===== src/bsd_pkg.sv =====
// ----------------------------------------------------------------------------
// bsd_pkg
// types, constants and helpers of the byte stream diff range block
// ----------------------------------------------------------------------------
package bsd_pkg;

	localparam int unsigned MAX_LEN = 65536;
	localparam int POS_W = 17;
	localparam int OFF_W = 16;
	localparam int CNT_W = 17;
	localparam int JOBQ_DEPTH = 4;
	localparam int JOBQ_AW = $clog2(JOBQ_DEPTH);

	localparam logic [POS_W-1:0] MAX_POS = POS_W'(MAX_LEN);
	localparam logic [CNT_W-1:0] CNT_SAT = '1;

	localparam logic [OFF_W-1:0] BANK1_BASE = 16'h2000;
	localparam logic [OFF_W-1:0] BANK2_BASE = 16'h4000;
	localparam logic [OFF_W-1:0] BANK3_BASE = 16'h6000;

	// input commands
	localparam logic CMD_CMP = 1'b0;
	localparam logic CMD_FIN = 1'b1;

	// result kinds
	localparam logic [1:0] KIND_DIFF    = 2'd0;
	localparam logic [1:0] KIND_EQUAL   = 2'd1;
	localparam logic [1:0] KIND_SIZE    = 2'd2;
	localparam logic [1:0] KIND_SUMMARY = 2'd3;

	// bank regions
	localparam logic [1:0] REGION_0 = 2'd0;
	localparam logic [1:0] REGION_1 = 2'd1;
	localparam logic [1:0] REGION_2 = 2'd2;
	localparam logic [1:0] REGION_3 = 2'd3;

	typedef struct packed {
		logic             cmd;
		logic [7:0]       left_byte;
		logic [7:0]       right_byte;
		logic [CNT_W-1:0] left_size;
		logic [CNT_W-1:0] right_size;
	} item_t;

	typedef struct packed {
		logic [1:0]       result_kind;
		logic [OFF_W-1:0] range_start;
		logic [OFF_W-1:0] range_end;
		logic [1:0]       region;
		logic             identical;
		logic [CNT_W-1:0] differing_count;
		logic [CNT_W-1:0] equal_count;
		logic [OFF_W-1:0] first_diff;
		logic [OFF_W-1:0] last_diff;
		logic             overflow;
		logic             last_result;
	} result_t;

	// work handed from the front to the back
	typedef struct packed {
		logic             fin;
		logic             run_vld;
		logic [1:0]       run_kind;
		logic [OFF_W-1:0] run_start;
		logic [OFF_W-1:0] run_end;
		logic             size_diff;
		logic [POS_W-1:0] lo;
		logic [POS_W-1:0] hi;
		logic [POS_W-1:0] tail;
		logic [CNT_W-1:0] diff_total;
		logic [OFF_W-1:0] first_seen;
		logic [OFF_W-1:0] last_seen;
		logic             ovf;
	} job_t;

	typedef enum logic [1:0] {
		STEP_RUN,
		STEP_TAIL,
		STEP_SUM
	} step_e;

	function automatic logic [1:0] region_of(input logic [OFF_W-1:0] off);
		logic [1:0] r;
		if (off < BANK1_BASE) r = REGION_0;
		else if (off < BANK2_BASE) r = REGION_1;
		else if (off < BANK3_BASE) r = REGION_2;
		else r = REGION_3;
		return r;
	endfunction

endpackage


===== src/bsd_front.sv =====
// ----------------------------------------------------------------------------
// bsd_front
// takes items, tracks position and run state, issues range and finish jobs
// ----------------------------------------------------------------------------
module bsd_front import bsd_pkg::*; (
	input  logic  clk,
	input  logic  arst_n,
	input  logic  push,
	output logic  full,
	input  item_t item,
	input  logic  jq_full,
	output logic  jq_push,
	output job_t  jq_job
);

	logic [POS_W-1:0] pos_q, pos_d;
	logic             in_diff_q, in_diff_d;
	logic             in_eq_q, in_eq_d;
	logic [OFF_W-1:0] run_start_q, run_start_d;
	logic [CNT_W-1:0] diff_total_q, diff_total_d;
	logic [OFF_W-1:0] first_q, first_d;
	logic [OFF_W-1:0] last_q, last_d;
	logic             ovf_q, ovf_d;

	logic             accept;
	logic             is_diff;
	logic [POS_W-1:0] pos_m1;
	logic [CNT_W-1:0] ls_sat, rs_sat, lo, hi;

	assign full    = jq_full;
	assign accept  = push && !jq_full;
	assign is_diff = item.left_byte != item.right_byte;
	assign pos_m1  = pos_q - POS_W'(1);

	// sizes clamp to capacity
	assign ls_sat = (item.left_size > MAX_POS) ? MAX_POS : item.left_size;
	assign rs_sat = (item.right_size > MAX_POS) ? MAX_POS : item.right_size;
	assign lo     = (ls_sat < rs_sat) ? ls_sat : rs_sat;
	assign hi     = (ls_sat < rs_sat) ? rs_sat : ls_sat;

	always_comb begin
		pos_d        = pos_q;
		in_diff_d    = in_diff_q;
		in_eq_d      = in_eq_q;
		run_start_d  = run_start_q;
		diff_total_d = diff_total_q;
		first_d      = first_q;
		last_d       = last_q;
		ovf_d        = ovf_q;
		jq_push      = 1'b0;
		jq_job       = '0;

		jq_job.run_start = run_start_q;
		jq_job.run_end   = pos_m1[OFF_W-1:0];

		if (accept) begin
			if (item.cmd == CMD_FIN) begin
				jq_push           = 1'b1;
				jq_job.fin        = 1'b1;
				jq_job.run_vld    = (pos_q != '0) && (in_diff_q || in_eq_q);
				jq_job.run_kind   = in_diff_q ? KIND_DIFF : KIND_EQUAL;
				jq_job.size_diff  = ls_sat != rs_sat;
				jq_job.lo         = lo;
				jq_job.hi         = hi;
				jq_job.tail       = hi - lo;
				jq_job.diff_total = diff_total_q;
				jq_job.first_seen = first_q;
				jq_job.last_seen  = last_q;
				jq_job.ovf        = ovf_q;
				// back to the reset state
				pos_d        = '0;
				in_diff_d    = 1'b0;
				in_eq_d      = 1'b0;
				run_start_d  = '0;
				diff_total_d = '0;
				first_d      = '0;
				last_d       = '0;
				ovf_d        = 1'b0;
			end else if (pos_q >= MAX_POS) begin
				ovf_d = 1'b1;
			end else begin
				pos_d = pos_q + POS_W'(1);
				if (is_diff) begin
					if (diff_total_q == '0) first_d = pos_q[OFF_W-1:0];
					last_d = pos_q[OFF_W-1:0];
					if (diff_total_q != CNT_SAT) diff_total_d = diff_total_q + CNT_W'(1);
					if (in_eq_q) begin
						jq_push         = 1'b1;
						jq_job.run_vld  = 1'b1;
						jq_job.run_kind = KIND_EQUAL;
						in_eq_d         = 1'b0;
					end
					if (!in_diff_q) begin
						in_diff_d   = 1'b1;
						run_start_d = pos_q[OFF_W-1:0];
					end
				end else begin
					if (in_diff_q) begin
						jq_push         = 1'b1;
						jq_job.run_vld  = 1'b1;
						jq_job.run_kind = KIND_DIFF;
						in_diff_d       = 1'b0;
					end
					if (!in_eq_q) begin
						in_eq_d     = 1'b1;
						run_start_d = pos_q[OFF_W-1:0];
					end
				end
			end
		end
	end

	always_ff @(posedge clk or negedge arst_n) begin
		if (!arst_n) begin
			pos_q        <= '0;
			in_diff_q    <= 1'b0;
			in_eq_q      <= 1'b0;
			run_start_q  <= '0;
			diff_total_q <= '0;
			first_q      <= '0;
			last_q       <= '0;
			ovf_q        <= 1'b0;
		end else begin
			pos_q        <= pos_d;
			in_diff_q    <= in_diff_d;
			in_eq_q      <= in_eq_d;
			run_start_q  <= run_start_d;
			diff_total_q <= diff_total_d;
			first_q      <= first_d;
			last_q       <= last_d;
			ovf_q        <= ovf_d;
		end
	end

endmodule


===== src/bsd_job_q.sv =====
// ----------------------------------------------------------------------------
// bsd_job_q
// short queue of jobs between the front and the back
// ----------------------------------------------------------------------------
module bsd_job_q import bsd_pkg::*; (
	input  logic   clk,
	input  logic   arst_n,
	input  logic   wr_en,
	input  job_t   wr_job,
	output logic   full,
	input  logic   pop,
	output logic   empty,
	output job_t   rd_job
);

	job_t                 slot_q [JOBQ_DEPTH];
	logic [JOBQ_AW-1:0]   wr_ptr_q, rd_ptr_q;
	logic [JOBQ_AW:0]     cnt_q;
	logic                 do_wr, do_rd;

	assign full   = cnt_q == (JOBQ_AW+1)'(JOBQ_DEPTH);
	assign empty  = cnt_q == '0;
	assign rd_job = slot_q[rd_ptr_q];
	assign do_wr  = wr_en && !full;
	assign do_rd  = pop && !empty;

	always_ff @(posedge clk) begin
		if (do_wr) slot_q[wr_ptr_q] <= wr_job;
	end

	always_ff @(posedge clk or negedge arst_n) begin
		if (!arst_n) begin
			wr_ptr_q <= '0;
			rd_ptr_q <= '0;
			cnt_q    <= '0;
		end else begin
			if (do_wr) wr_ptr_q <= wr_ptr_q + JOBQ_AW'(1);
			if (do_rd) rd_ptr_q <= rd_ptr_q + JOBQ_AW'(1);
			if (do_wr && !do_rd) cnt_q <= cnt_q + (JOBQ_AW+1)'(1);
			else if (do_rd && !do_wr) cnt_q <= cnt_q - (JOBQ_AW+1)'(1);
		end
	end

endmodule


===== src/bsd_back.sv =====
// ----------------------------------------------------------------------------
// bsd_back
// expands jobs into result items and holds them in a two-entry output queue
// ----------------------------------------------------------------------------
module bsd_back import bsd_pkg::*; (
	input  logic    clk,
	input  logic    arst_n,
	input  logic    job_empty,
	input  job_t    job,
	output logic    jq_pop,
	output logic    empty,
	input  logic    pop,
	output result_t result
);

	step_e step_q, step_d, eff_step;

	result_t res;
	logic    emit, job_done;

	logic [CNT_W:0]   sum_w;
	logic [CNT_W-1:0] differing, equal;
	logic [POS_W-1:0] hi_m1;
	logic [OFF_W-1:0] first_sel, last_sel;

	// two-entry output queue
	result_t    oq_q [2];
	logic       oq_wr_q, oq_rd_q;
	logic [1:0] oq_cnt_q;
	logic       oq_full, do_pop;

	assign oq_full = oq_cnt_q == 2'd2;
	assign empty   = oq_cnt_q == 2'd0;
	assign result  = oq_q[oq_rd_q];
	assign do_pop  = pop && !empty;

	// skip the steps a finish job has no result for
	always_comb begin
		if (!job.fin) begin
			eff_step = STEP_RUN;
		end else begin
			unique case (step_q)
				STEP_RUN:  eff_step = job.run_vld ? STEP_RUN :
					(job.size_diff ? STEP_TAIL : STEP_SUM);
				STEP_TAIL: eff_step = job.size_diff ? STEP_TAIL : STEP_SUM;
				default:   eff_step = STEP_SUM;
			endcase
		end
	end

	assign emit     = !job_empty && !oq_full;
	assign job_done = !job.fin || (eff_step == STEP_SUM);
	assign jq_pop   = emit && job_done;

	// next step
	always_comb begin
		step_d = step_q;
		if (emit) begin
			if (job_done) step_d = STEP_RUN;
			else if (eff_step == STEP_RUN) step_d = STEP_TAIL;
			else step_d = STEP_SUM;
		end
	end

	// summary arithmetic
	assign sum_w     = {1'b0, job.diff_total} + (job.size_diff ? {1'b0, job.tail} : '0);
	assign differing = sum_w[CNT_W] ? CNT_SAT : sum_w[CNT_W-1:0];
	assign equal     = (differing > job.hi) ? '0 : job.hi - differing;
	assign hi_m1     = job.hi - POS_W'(1);
	assign first_sel = (job.size_diff && job.diff_total == '0) ? job.lo[OFF_W-1:0]
		: job.first_seen;
	assign last_sel  = job.size_diff ? hi_m1[OFF_W-1:0] : job.last_seen;

	// result of the current step
	always_comb begin
		res = '0;
		unique case (eff_step)
			STEP_RUN: begin
				res.result_kind = job.run_kind;
				res.range_start = job.run_start;
				res.range_end   = job.run_end;
				res.region      = (job.run_kind == KIND_DIFF) ? region_of(job.run_start)
					: REGION_0;
				res.last_result = !job.fin;
			end
			STEP_TAIL: begin
				res.result_kind = KIND_SIZE;
				res.range_start = job.lo[OFF_W-1:0];
				res.range_end   = hi_m1[OFF_W-1:0];
				res.region      = region_of(job.lo[OFF_W-1:0]);
			end
			default: begin
				res.result_kind     = KIND_SUMMARY;
				res.identical       = differing == '0;
				res.differing_count = differing;
				res.equal_count     = equal;
				res.first_diff      = (differing == '0) ? '0 : first_sel;
				res.last_diff       = (differing == '0) ? '0 : last_sel;
				res.overflow        = job.ovf;
				res.last_result     = 1'b1;
			end
		endcase
	end

	always_ff @(posedge clk) begin
		if (emit) oq_q[oq_wr_q] <= res;
	end

	always_ff @(posedge clk or negedge arst_n) begin
		if (!arst_n) begin
			step_q   <= STEP_RUN;
			oq_wr_q  <= 1'b0;
			oq_rd_q  <= 1'b0;
			oq_cnt_q <= 2'd0;
		end else begin
			step_q <= step_d;
			if (emit) oq_wr_q <= !oq_wr_q;
			if (do_pop) oq_rd_q <= !oq_rd_q;
			if (emit && !do_pop) oq_cnt_q <= oq_cnt_q + 2'd1;
			else if (do_pop && !emit) oq_cnt_q <= oq_cnt_q - 2'd1;
		end
	end

endmodule


===== src/byte_stream_diff_ranges.sv =====
// ----------------------------------------------------------------------------
// byte_stream_diff_ranges
// compares two byte streams and reports differing and equal ranges
// ----------------------------------------------------------------------------
// usage
//   input side is a queue: drive item and raise push; the item is taken on a
//   rising edge with push high and full low. cmd compare carries one byte pair,
//   cmd finish carries both image sizes and closes the comparison
//   result side is a queue: while empty is low the oldest result item is on
//   result; it is taken on a rising edge with pop high and empty low
//   a compare item gives at most one range item; a finish item gives the open
//   run, an optional size tail range and a summary, last_result marks the end
//   a taken item's job is registered in the job queue, its result items then in
//   the output queue. The front takes one compare item per cycle while the job
//   queue is not full; the back gives a finish item's one to three result items
//   in turn while the output queue has room. A four-entry job queue sits between
//   the front (run tracking) and the back (result generation), a two-entry output
//   queue follows the back, so a stalled receiver fills both before full rises
//   reset clears position, run state, counters and both queues; a finish item
//   also returns the comparison state to its reset values
//   byte pairs past 65536 positions are dropped and flagged in the summary
// ----------------------------------------------------------------------------
module byte_stream_diff_ranges import bsd_pkg::*; (
	input  logic    clk,
	input  logic    arst_n,
	input  logic    push,
	output logic    full,
	input  item_t   item,
	output logic    empty,
	input  logic    pop,
	output result_t result
);

	// front to job queue
	logic   jq_push;
	job_t   jq_wr_job;
	logic   jq_full;

	// job queue to back
	job_t   jq_rd_job;
	logic   jq_empty;
	logic   jq_pop;

	// run tracking and job issue, one item per cycle while the job queue is not full
	bsd_front u_front (
		.clk     (clk),
		.arst_n  (arst_n),
		.push    (push),
		.full    (full),
		.item    (item),
		.jq_full (jq_full),
		.jq_push (jq_push),
		.jq_job  (jq_wr_job)
	);

	// decouples item intake from result generation
	bsd_job_q u_job_q (
		.clk    (clk),
		.arst_n (arst_n),
		.wr_en  (jq_push),
		.wr_job (jq_wr_job),
		.full   (jq_full),
		.pop    (jq_pop),
		.empty  (jq_empty),
		.rd_job (jq_rd_job)
	);

	// one result item per cycle into the output queue while it has room and a job waits
	bsd_back u_back (
		.clk       (clk),
		.arst_n    (arst_n),
		.job_empty (jq_empty),
		.job       (jq_rd_job),
		.jq_pop    (jq_pop),
		.empty     (empty),
		.pop       (pop),
		.result    (result)
	);

endmodule


===== config.mk =====
export PLATFORM = sky130hd
export DESIGN_NAME = byte_stream_diff_ranges
export DESIGN_NICKNAME = d
export VERILOG_FILES = /design/src/bsd_pkg.sv /design/src/bsd_front.sv /design/src/bsd_job_q.sv /design/src/bsd_back.sv /design/src/byte_stream_diff_ranges.sv
export SDC_FILE = /design/constraint.sdc
export NUM_CORES = 1
export LEC_CHECK = 0
export BUFFER_PORTS_ARGS = -buffer_cell sky130_fd_sc_hd__clkbuf_2
export CORE_ASPECT_RATIO = 0.75
export CORE_MARGIN = 2
export CORE_UTILIZATION = 45
export DETAILED_ROUTE_END_ITERATION = 10
export PLACE_DENSITY_LB_ADDON = 0.15
export SETUP_SLACK_MARGIN = 0.05
export SYNTH_ARGS = -nofsm -noshare
export SYNTH_HDL_FRONTEND = slang
export SYNTH_SLANG_ARGS = --single-unit

===== constraint.sdc =====
create_clock -name clk -period 20.2 [get_ports clk]
set_input_delay 5.05 -clock clk [delete_from_list [all_inputs] [get_ports clk]]
set_output_delay 5.05 -clock clk [all_outputs]
set_load 0.05 [all_outputs]

# Word level (Yosys, flattened, before mapping)
# Memory sizes are Yosys's and may differ from the RTL's.
# Cells that the tools add are included.
[op_classes] n_addsub=13 order_cmp=11 n_eq_ne=11 mux=78 n_reduce_logical=47
[op_table] operator="two-way mux 16 bit" n=16
[op_table] operator="two-way mux 17 bit" n=13
[op_table] operator="two-way mux 102 bit" n=2
[op_table] operator="two-way mux 68 bit" n=1
[op_table] operator="case mux 34 bit (2 select lines)" n=1
[op_table] operator="< comparator 16 x 15 -> 1 bit, second input constant" n=4
[op_table] operator="zero test 17 bit" n=3
[op_table] operator="adder 17 x 1 -> 17 bit, second input constant" n=2
[op_table] operator="greater-than comparator 17 bit, second input constant" n=2
[op_table] operator="subtractor 17 bit" n=2
[op_table] operator="< comparator 16 x 14 -> 1 bit, second input constant" n=2
[op_table] operator="subtractor 16 x 1 -> 16 bit, second input constant" n=2
[op_table] operator="two-way mux 2 bit" n=12
[op_table] operator="two-way mux 1 bit" n=22
[op_table] operator="two-way mux 3 bit" n=7
[op_table] operator="adder 17 x 18 -> 18 bit" n=1
[op_table] operator=">= comparator 17 bit, second input constant" n=1
[op_table] operator="greater-than comparator 17 bit" n=1
[op_table] operator="< comparator 17 bit" n=1
[op_table] operator="inequality test 17 bit" n=1
[op_table] operator="inequality test 17 bit, second input constant" n=1
[op_table] operator="nonzero test 17 bit" n=1
[op_table] operator="logical AND 1 bit" n=12
[op_table] operator="AND reduction 4 bit" n=3
[op_table] operator="21 further kinds" n=47
[word_totals] register_bits=98 ramBits=762 inputBits=55 output_inout_bits=107 elab_cells=177 n_memories=2
[mem_list] name="u_job_q.slot_q" depth=4 word_bits=138 rd=1 rd_clocked_by_memory_dff=0 wr=1 line="bsd_job_q.sv:16" text="job_t slot_q [JOBQ_DEPTH];"
[mem_list] name="u_back.oq_q" depth=2 word_bits=105 rd=1 rd_clocked_by_memory_dff=0 wr=1 line="bsd_back.sv:27" text="result_t oq_q [2];"

# Depth between registers and ports, before layout
# Gate-level depths: netlist of the first run.
# An unclocked memory read counts as a cell.
[logic_depth] ltp_word=12 mapped_depth=34 mapped_depth_nobuf=28

# Hierarchy
# A second synthesis of the first run with hierarchy kept.
[unflattened] cells_unflattened=2528 area_unflattened_um2=38443.1
[modules_own_cells] module="bsd_job_q" n_inst=1 cells_each=757 area_per_inst_um2=20319.5 seq_area_each_um2=16751.1
[modules_own_cells] module="bsd_back" n_inst=1 cells_each=916 area_per_inst_um2=11337.1 seq_area_each_um2=6456.2
[modules_own_cells] module="bsd_front" n_inst=1 cells_each=855 area_per_inst_um2=6786.5 seq_area_each_um2=2127.0

# Least setup slack after synthesis of the first run
# No wires, ideal clock.
[synth_timing] path_kind="input port to flip-flop" start="in item[25] in the netlist's numbering" end="mem u_job_q.slot_q[0][60] in the netlist's numbering, data pin" setup_time_ns=0.183 arrival_time_ns=10.106 slack_ns=9.911 path_stages=25 cell_sequence="or4_1 o41ai_2 buf_4 and2_1 clkbuf_1 ha_1 clkbuf_2 and4_1 a31oi_1 o21ai_1 a211oi_1 buf_4 clkbuf_1 clkbuf_1 nor2_1 a21oi_1 ha_1 nor2_1 mux2_2 o221ai_2 a21boi_0 o31ai_1 a21oi_1 o21ai_1 mux2i_1"
[synth_rtl] element="start: declaration" line="byte_stream_diff_ranges.sv:28" text="input item_t item,"
[synth_rtl] element="end: declaration" line="bsd_job_q.sv:16"

==> results of run 1 <==
worst min path at each step:
stage,end,start,slack (ns),cells past startpoint
2_1_floorplan,u_front.ovf_q,u_front.ovf_q,0.45,2
3_3_place_gp,u_job_q.cnt_q[2],u_job_q.cnt_q[2],0.47,1
3_5_place_dp,u_front.last_q[6],u_front.last_q[6],0.48,1
4_1_cts,u_front.last_q[6],u_front.last_q[6],0.50,1
5_1_grt,u_front.first_q[10],u_front.first_q[10],0.51,1
6_report,u_front.last_q[12],u_front.last_q[12],0.50,1
stage by stage:
step	utilization (%)	cell area, um^2	hold WS [ns]	instances
after floorplan	-	37370	0.4550	2420
after global placement	47.94	39410	0.4737	3605
after detailed placement	47.94	39410	0.4842	3605
after CTS	51.54	42370	0.4987	3766
after global routing	51.54	42370	0.5052	3766
final	51.55	42380	0.4969	3769
logic make-up after synthesis:
group / share of synthesized area [%]
flops: 67.15
simple gates: 8.799
mux: 13.29
compound gates: 4.276
buf+inv: 1.902
xor+xnor: 2.250
fa+ha+maj: 2.337
sequential cells by signal (all words and copies together), names as in the netlist:
| name | count |
|---|---|
| u_back.step_q | 2 |
| u_front.diff_total_q | 17 |
| u_job_q.wr_ptr_q | 2 |
| u_front.in_eq_q | 1 |
| u_front.run_start_q | 16 |
| u_front.last_q | 16 |
| u_front.first_q | 16 |
| u_job_q.rd_ptr_q | 2 |
| u_back.oq_q | 210 |
| u_front.ovf_q | 1 |
| u_front.in_diff_q | 1 |
| u_job_q.cnt_q | 3 |
| u_back.oq_rd_q | 1 |
| u_job_q.slot_q | 544 |
| u_front.pos_q | 17 |
| u_back.oq_wr_q | 1 |
| u_back.oq_cnt_q | 2 |
cells in the final DEF, fill, tap and decap left out, drive strengths merged, types with 12 or more instances in the layout:
cell,n
and2,20
inv,49
mux2,145
nor2,225
nor2b,50
nand4,16
o21ai,59
xor2,54
mux2i,31
buf,37
a21oi,86
and3,61
nand2b,12
xnor2,42
clkbuf,279
nand3,57
mux4,134
dfrtp,98
nor3,37
nor4,22
a211oi,12
nand2,130
a22o,17
clkinv,29
edfxtp,754
a21o,12
ha,65
area by class of cell:
class,instances,area [um^2],share of cell area [%]
Antenna cell,3,7.507,0.01771
Clock buffer,119,2462,5.810
Clock inverter,42,501.7,1.184
Inverter,48,180.2,0.4251
Multi-Input combinational cell,1392,11630,27.45
Sequential cell,852,25110,59.24
Tap cell,1116,1396,3.295
Timing Repair Buffer,197,1091,2.574
per-layer routing:
| layer | up-vias | GRT usage [%] |
|---|---|---|
| li1 | 9589 | - |
| met1 | 11170 | 36.46 |
| met2 | 784 | 33.25 |
| met3 | 115 | 4.510 |
| met4 | 10 | 4.515 |
| met5 | - | 0 |
synth_stat cells (all sizes together), types with 3 or more instances:
| cell | n | area share (%) |
|---|---|---|
| a21o | 12 | 0.24 |
| nand2b | 12 | 0.20 |
| o21ai | 59 | 0.81 |
| fa | 3 | 0.16 |
| clkbuf | 87 | 0.88 |
| nor3 | 37 | 0.51 |
| and2 | 20 | 0.33 |
| o31ai | 5 | 0.13 |
| nor2b | 50 | 0.84 |
| xnor2 | 42 | 0.98 |
| edfxtp | 754 | 61 |
| or3 | 11 | 0.18 |
| ha | 65 | 2.2 |
| o211ai | 3 | 0.060 |
| mux4 | 134 | 8.1 |
| xor2 | 54 | 1.3 |
| and3 | 61 | 1.0 |
| a21boi | 6 | 0.12 |
| mux2 | 145 | 4.4 |
| nand4 | 16 | 0.27 |
| a31oi | 5 | 0.10 |
| nor4 | 22 | 0.41 |
| a22o | 17 | 0.40 |
| a211oi | 12 | 0.24 |
| nand2 | 130 | 1.3 |
| and4 | 9 | 0.21 |
| dfrtp | 98 | 6.6 |
| mux2i | 31 | 0.84 |
| or2 | 6 | 0.10 |
| inv | 46 | 0.46 |
| o21bai | 3 | 0.060 |
| nand3b | 3 | 0.060 |
| nand3 | 57 | 0.76 |
| buf | 41 | 0.54 |
| a21oi | 86 | 1.2 |
| nor2 | 225 | 2.3 |
| o22ai | 5 | 0.084 |
| o311a | 3 | 0.080 |
| or4 | 8 | 0.16 |
| o21a | 10 | 0.20 |
worst max-delay path: cells and delay by family:
family / cells / cell delay (ns)
multiplexers: 2 / 0.77
AO/OA/AOI/OAI: 9 / 2.80
buffers and inverters: 3 / 0.85
AND/OR/NAND/NOR: 3 / 1.14
adder cells (fa/ha/maj): 1 / 0.32
==> impl_metrics.yaml, run 1 <==
status:
  status: "finished clean"
cells_and_area:
  drive_above_1_share_pct: 24.49
  num-fill-cells: 6850
  area_growth_pct: 13.41
  nets: 2700
placement:
  gp_congestion: 0.8910
  portBuffers: 161
  dp_hpwl_um: 65640
  pre_cts_ws_ns: 9.171
sta:
  rsz0062_at_grt: "false"
  tns_ns: 0
  finClkSkew_ns: 0.01770
  layout_setup_ws_ns: 9.694
  period_share_pct: 52.01
  drv_slew: 0
  slew_headroom_pct: 19.62
  fin_crit_ns: 10.51
  hold_viol: 0
  max_freq_mhz: 95.18
  worst_pin_slew_ns: 1.206
  setup_viol: 0
detailed_routing:
  route.met2.wl_um: 42110
  dr_wl_met3_um: 7360
  drt_iter0_drc: 2129
  vias_per_cell: 5.750
  dr_total_vias: 21670
  postRouteAntennaNets: 0
  routed_wl_um: 98020
  dr.pass1.iters: 8
  drc_errors: 0
  avgRoutedWirePerCell_um: 26.01
  routed.top_layer: "met5"
  met1Wirelength_um: 47010
critical_path:
  critPathLaunchType: "primary input"
  cp_max_fo: 54
  crit_chain: "clkbuf_2 > or4_1 > o41ai_2 > nand2_2 > inv_1 > ha_1 > and4_1 > a31oi_1 > o21ai_1 > a211oi_4 > buf_4 > mux2_2 > o221ai_2 > a21boi_0 > o31ai_1 > a21oi_1 > o21ai_1 > mux2i_1"
  setup.worst_path.start: "item[28]"
  critPathCapture: "u_job_q.slot_q[0][60]"
  crit_path_max_incr_delay_ns: 1.02
  rr_worst_depth: 26
  worstSetupPathType: "in2reg"
  critPathSlowestCell: "o41ai_2"
  regToRegSetupSlack_ns: 12.01
  r2r-end: "u_back.oq_q[1][50]"
  r2r-start: "u_job_q.rd_ptr_q[0]"
  path_common_cell: "o21ai_1"
  end_kind: "flop"
  crit_required_ns: 20.65
  worstPathArrival_ns: 10.96
clock_network:
  clkTransAtPathRegs_ns: 0.06
  cts_setup_buffers: 0
  hold_buffers: 0
  cts_resized: 0
  clock-sinks: 852
  clock_latency_ns: 0.66
  cts_tree: "yes"
  ctsRootBufferMaster: "clkbuf_16"
  clock_path_buffers: 3
  cts_made_buffers: 86
  htree_num_levels: 3
grt:
  antenna_found_initial: 9
  grt_usage_pct: 23.11
  grt_pass1_vias: 21300
  grt_pass1_wl_um: 143700
  grt_overflow: 0
  grt_max_degree: 84
synth:
  ys_ff_latch: 852
  synth_cells: 2420
  synth_cell_types: 75
  async_flop_share_pct: 11.50
  yosys_most_used_dff: "edfxtp_1"
  synth_area_um2: 37370
  synth_edf_count: 754
  synth_area_per_cell_um2: 15.44
  ys_seq_area_share_pct: 67.15
  syn-num-nets: 2543
  yosys_warnings: 0
die:
  die_width_um: 336.8
  rows: 91
  fp.dieArea_um2: 85390
  ioPinCount: 162
  core_um2: 82210
  die_y_um: 253.6
  start_util_pct: 45.46
flow_run:
  drv_cap: 0
worst_hold_path:
  hp-class: "reg2reg"
Power of run 1 is not shown: default switching activity piles up to over one toggle a cycle in this logic, so the estimate is an artifact.
==> run 2: changes to the inputs <==
Clock period 20.2 ns to 10.2 ns, I/O delays scaled along.
==> run 2 against run 1 <==
Against the previous run:
- clock-buffer cell count rose by 8
- die area did not move
- critical path depth rose by 11
- worst setup slack worse by 7.5 ns
- utilization decreased by 0.12 points
- final cell count about the same
- non-clock buffer count decreased by 4
- cell area fell by 0.23%
- sequential share of layout area is 0.14 points higher
==> impl_metrics.yaml, run 2 (same netlist as run 1, synthesis figures left out) <==
cells_and_area:
  nets: 2696
  area_growth_pct: 13.14
  layout_common_cells: "edfxtp_1 (754), nor2_1 (225), clkbuf_2 (160)"
  largest-register: "u_job_q.slot_q"
  drive_above_1_share_pct: 24.29
  largest_register_ffs: 544
  reg_top3: "u_job_q.slot_q (544), u_back.oq_q (210)"
  final_common_cell: "edfxtp_1"
sta:
  slew_headroom_pct: 22.76
  rsz0062_at_grt: "false"
  fin_crit_ns: 7.993
  period_share_pct: 78.37
  drv_slew: 0
  worst_pin_slew_ns: 1.159
  tns_ns: 0
  hold_viol: 0
  setup_viol: 0
  finClkSkew_ns: 0.03742
  max_freq_mhz: 125.1
critical_path:
  worstSetupPathType: "reg2reg"
  end_kind: "flop"
  path_buf_inv: 1
  critPathLaunchType: "flop"
  crit_required_ns: 10.66
  worstPathArrival_ns: 8.46
  critPathSlowestCell: "a211oi_1"
  cpLargestDelayFamily: "compound AO/OA/AOI/OAI gates"
  crit_path_max_incr_delay_ns: 0.91
  path_common_cell: "o21ai_0"
  cp_max_fo: 50
detailed_routing:
  postRouteAntennaNets: 0
  drc_errors: 0
  vias_per_cell: 5.712
  dr_total_vias: 21520
  dr.pass1.iters: 5
  avgRoutedWirePerCell_um: 25.71
  drt_iter0_drc: 2134
  routed_wl_um: 96870
clock_network:
  clock-sinks: 852
  cts_made_buffers: 86
  htree_num_levels: 3
  ctsRootBufferMaster: "clkbuf_16"
  cts_resized: 0
  cts_setup_buffers: 0
  cts_tree: "yes"
  clock_latency_ns: 0.67
  hold_buffers: 0
  clock_path_buffers: 3
  clkTransAtPathRegs_ns: 0.06
status:
  status: "finished clean"
worst_hold_path:
  hp-class: "reg2reg"
grt:
  grt_overflow: 0
  antenna_found_initial: 9
  grt_max_degree: 97
  grt_pass1_wl_um: 141500
  grt_usage_pct: 22.84
  grt_pass1_vias: 21190
die:
  fp.dieArea_um2: 85390
  die_width_um: 336.8
  start_util_pct: 45.46
  rows: 91
  die_y_um: 253.6
  ioPinCount: 162
  core_um2: 82210
placement:
  portBuffers: 161
  dp_hpwl_um: 64780
  gp_congestion: 0.8658
flow_run:
  drv_cap: 0
run 2: cell count changes in the layout (fill, tap and decap cells not counted), sizes merged, moves of 2 or more:
cell,before,now
diode,3,5
buf,37,33
bufinv,9,3
clkbuf,279,287
run 2: worst paths after layout:
path,slack (ns),start,end,cells past startpoint
worst max-delay path,2.21,u_job_q.rd_ptr_q[1],u_back.oq_q[0][50],29
worst min-delay path,0.49,u_job_q.cnt_q[2],u_job_q.cnt_q[2],1
worst max register to register,2.21,u_job_q.rd_ptr_q[1],u_back.oq_q[0][50],29
worst min register to register,0.49,u_job_q.cnt_q[2],u_job_q.cnt_q[2],1
max in group asynchronous,7.00,arst_n,u_front.last_q[13],2
min in group asynchronous,1.88,arst_n,u_front.diff_total_q[6],1
run 2: cell type report:
class                      count  area [um^2]
antenna                        5        12.51
sequential                   852        25110
timing repair buffer         193         1111
inverter                      48        180.2
tap                         1116         1396
multi-input combinational   1392        11630
clock inverter                35        375.4
clock buffer                 127         2466
fill                        6893        39920
run 2: metal layers:
| layer | routed length, um | GRT usage (%) | part of all wire (%) | up-vias |
|---|---|---|---|---|
| met5 | 23 | 0 | 0.024 | - |
| met4 | 1805 | 5.370 | 1.9 | 4 |
| met3 | 7049 | 5.166 | 7.3 | 111 |
| met2 | 41910 | 32.51 | 43 | 713 |
| met1 | 46080 | 35.52 | 48 | 11110 |
| li1 | - | - | - | 9590 |
run 2: per-stage QoR:
step	worst slack, ns	utilization [%]	instances	instance area, um^2	hold WS [ns]
floorplan	2.411	-	2420	37370	0.4550
global placement	1.748	47.96	3601	39430	0.4741
detailed placement	1.698	47.96	3601	39430	0.4780
CTS	2.273	51.42	3763	42270	0.4918
global route	1.593	51.42	3763	42270	0.5144
finish	2.207	51.43	3768	42280	0.4906
Power of run 2 is left out for the same reason.
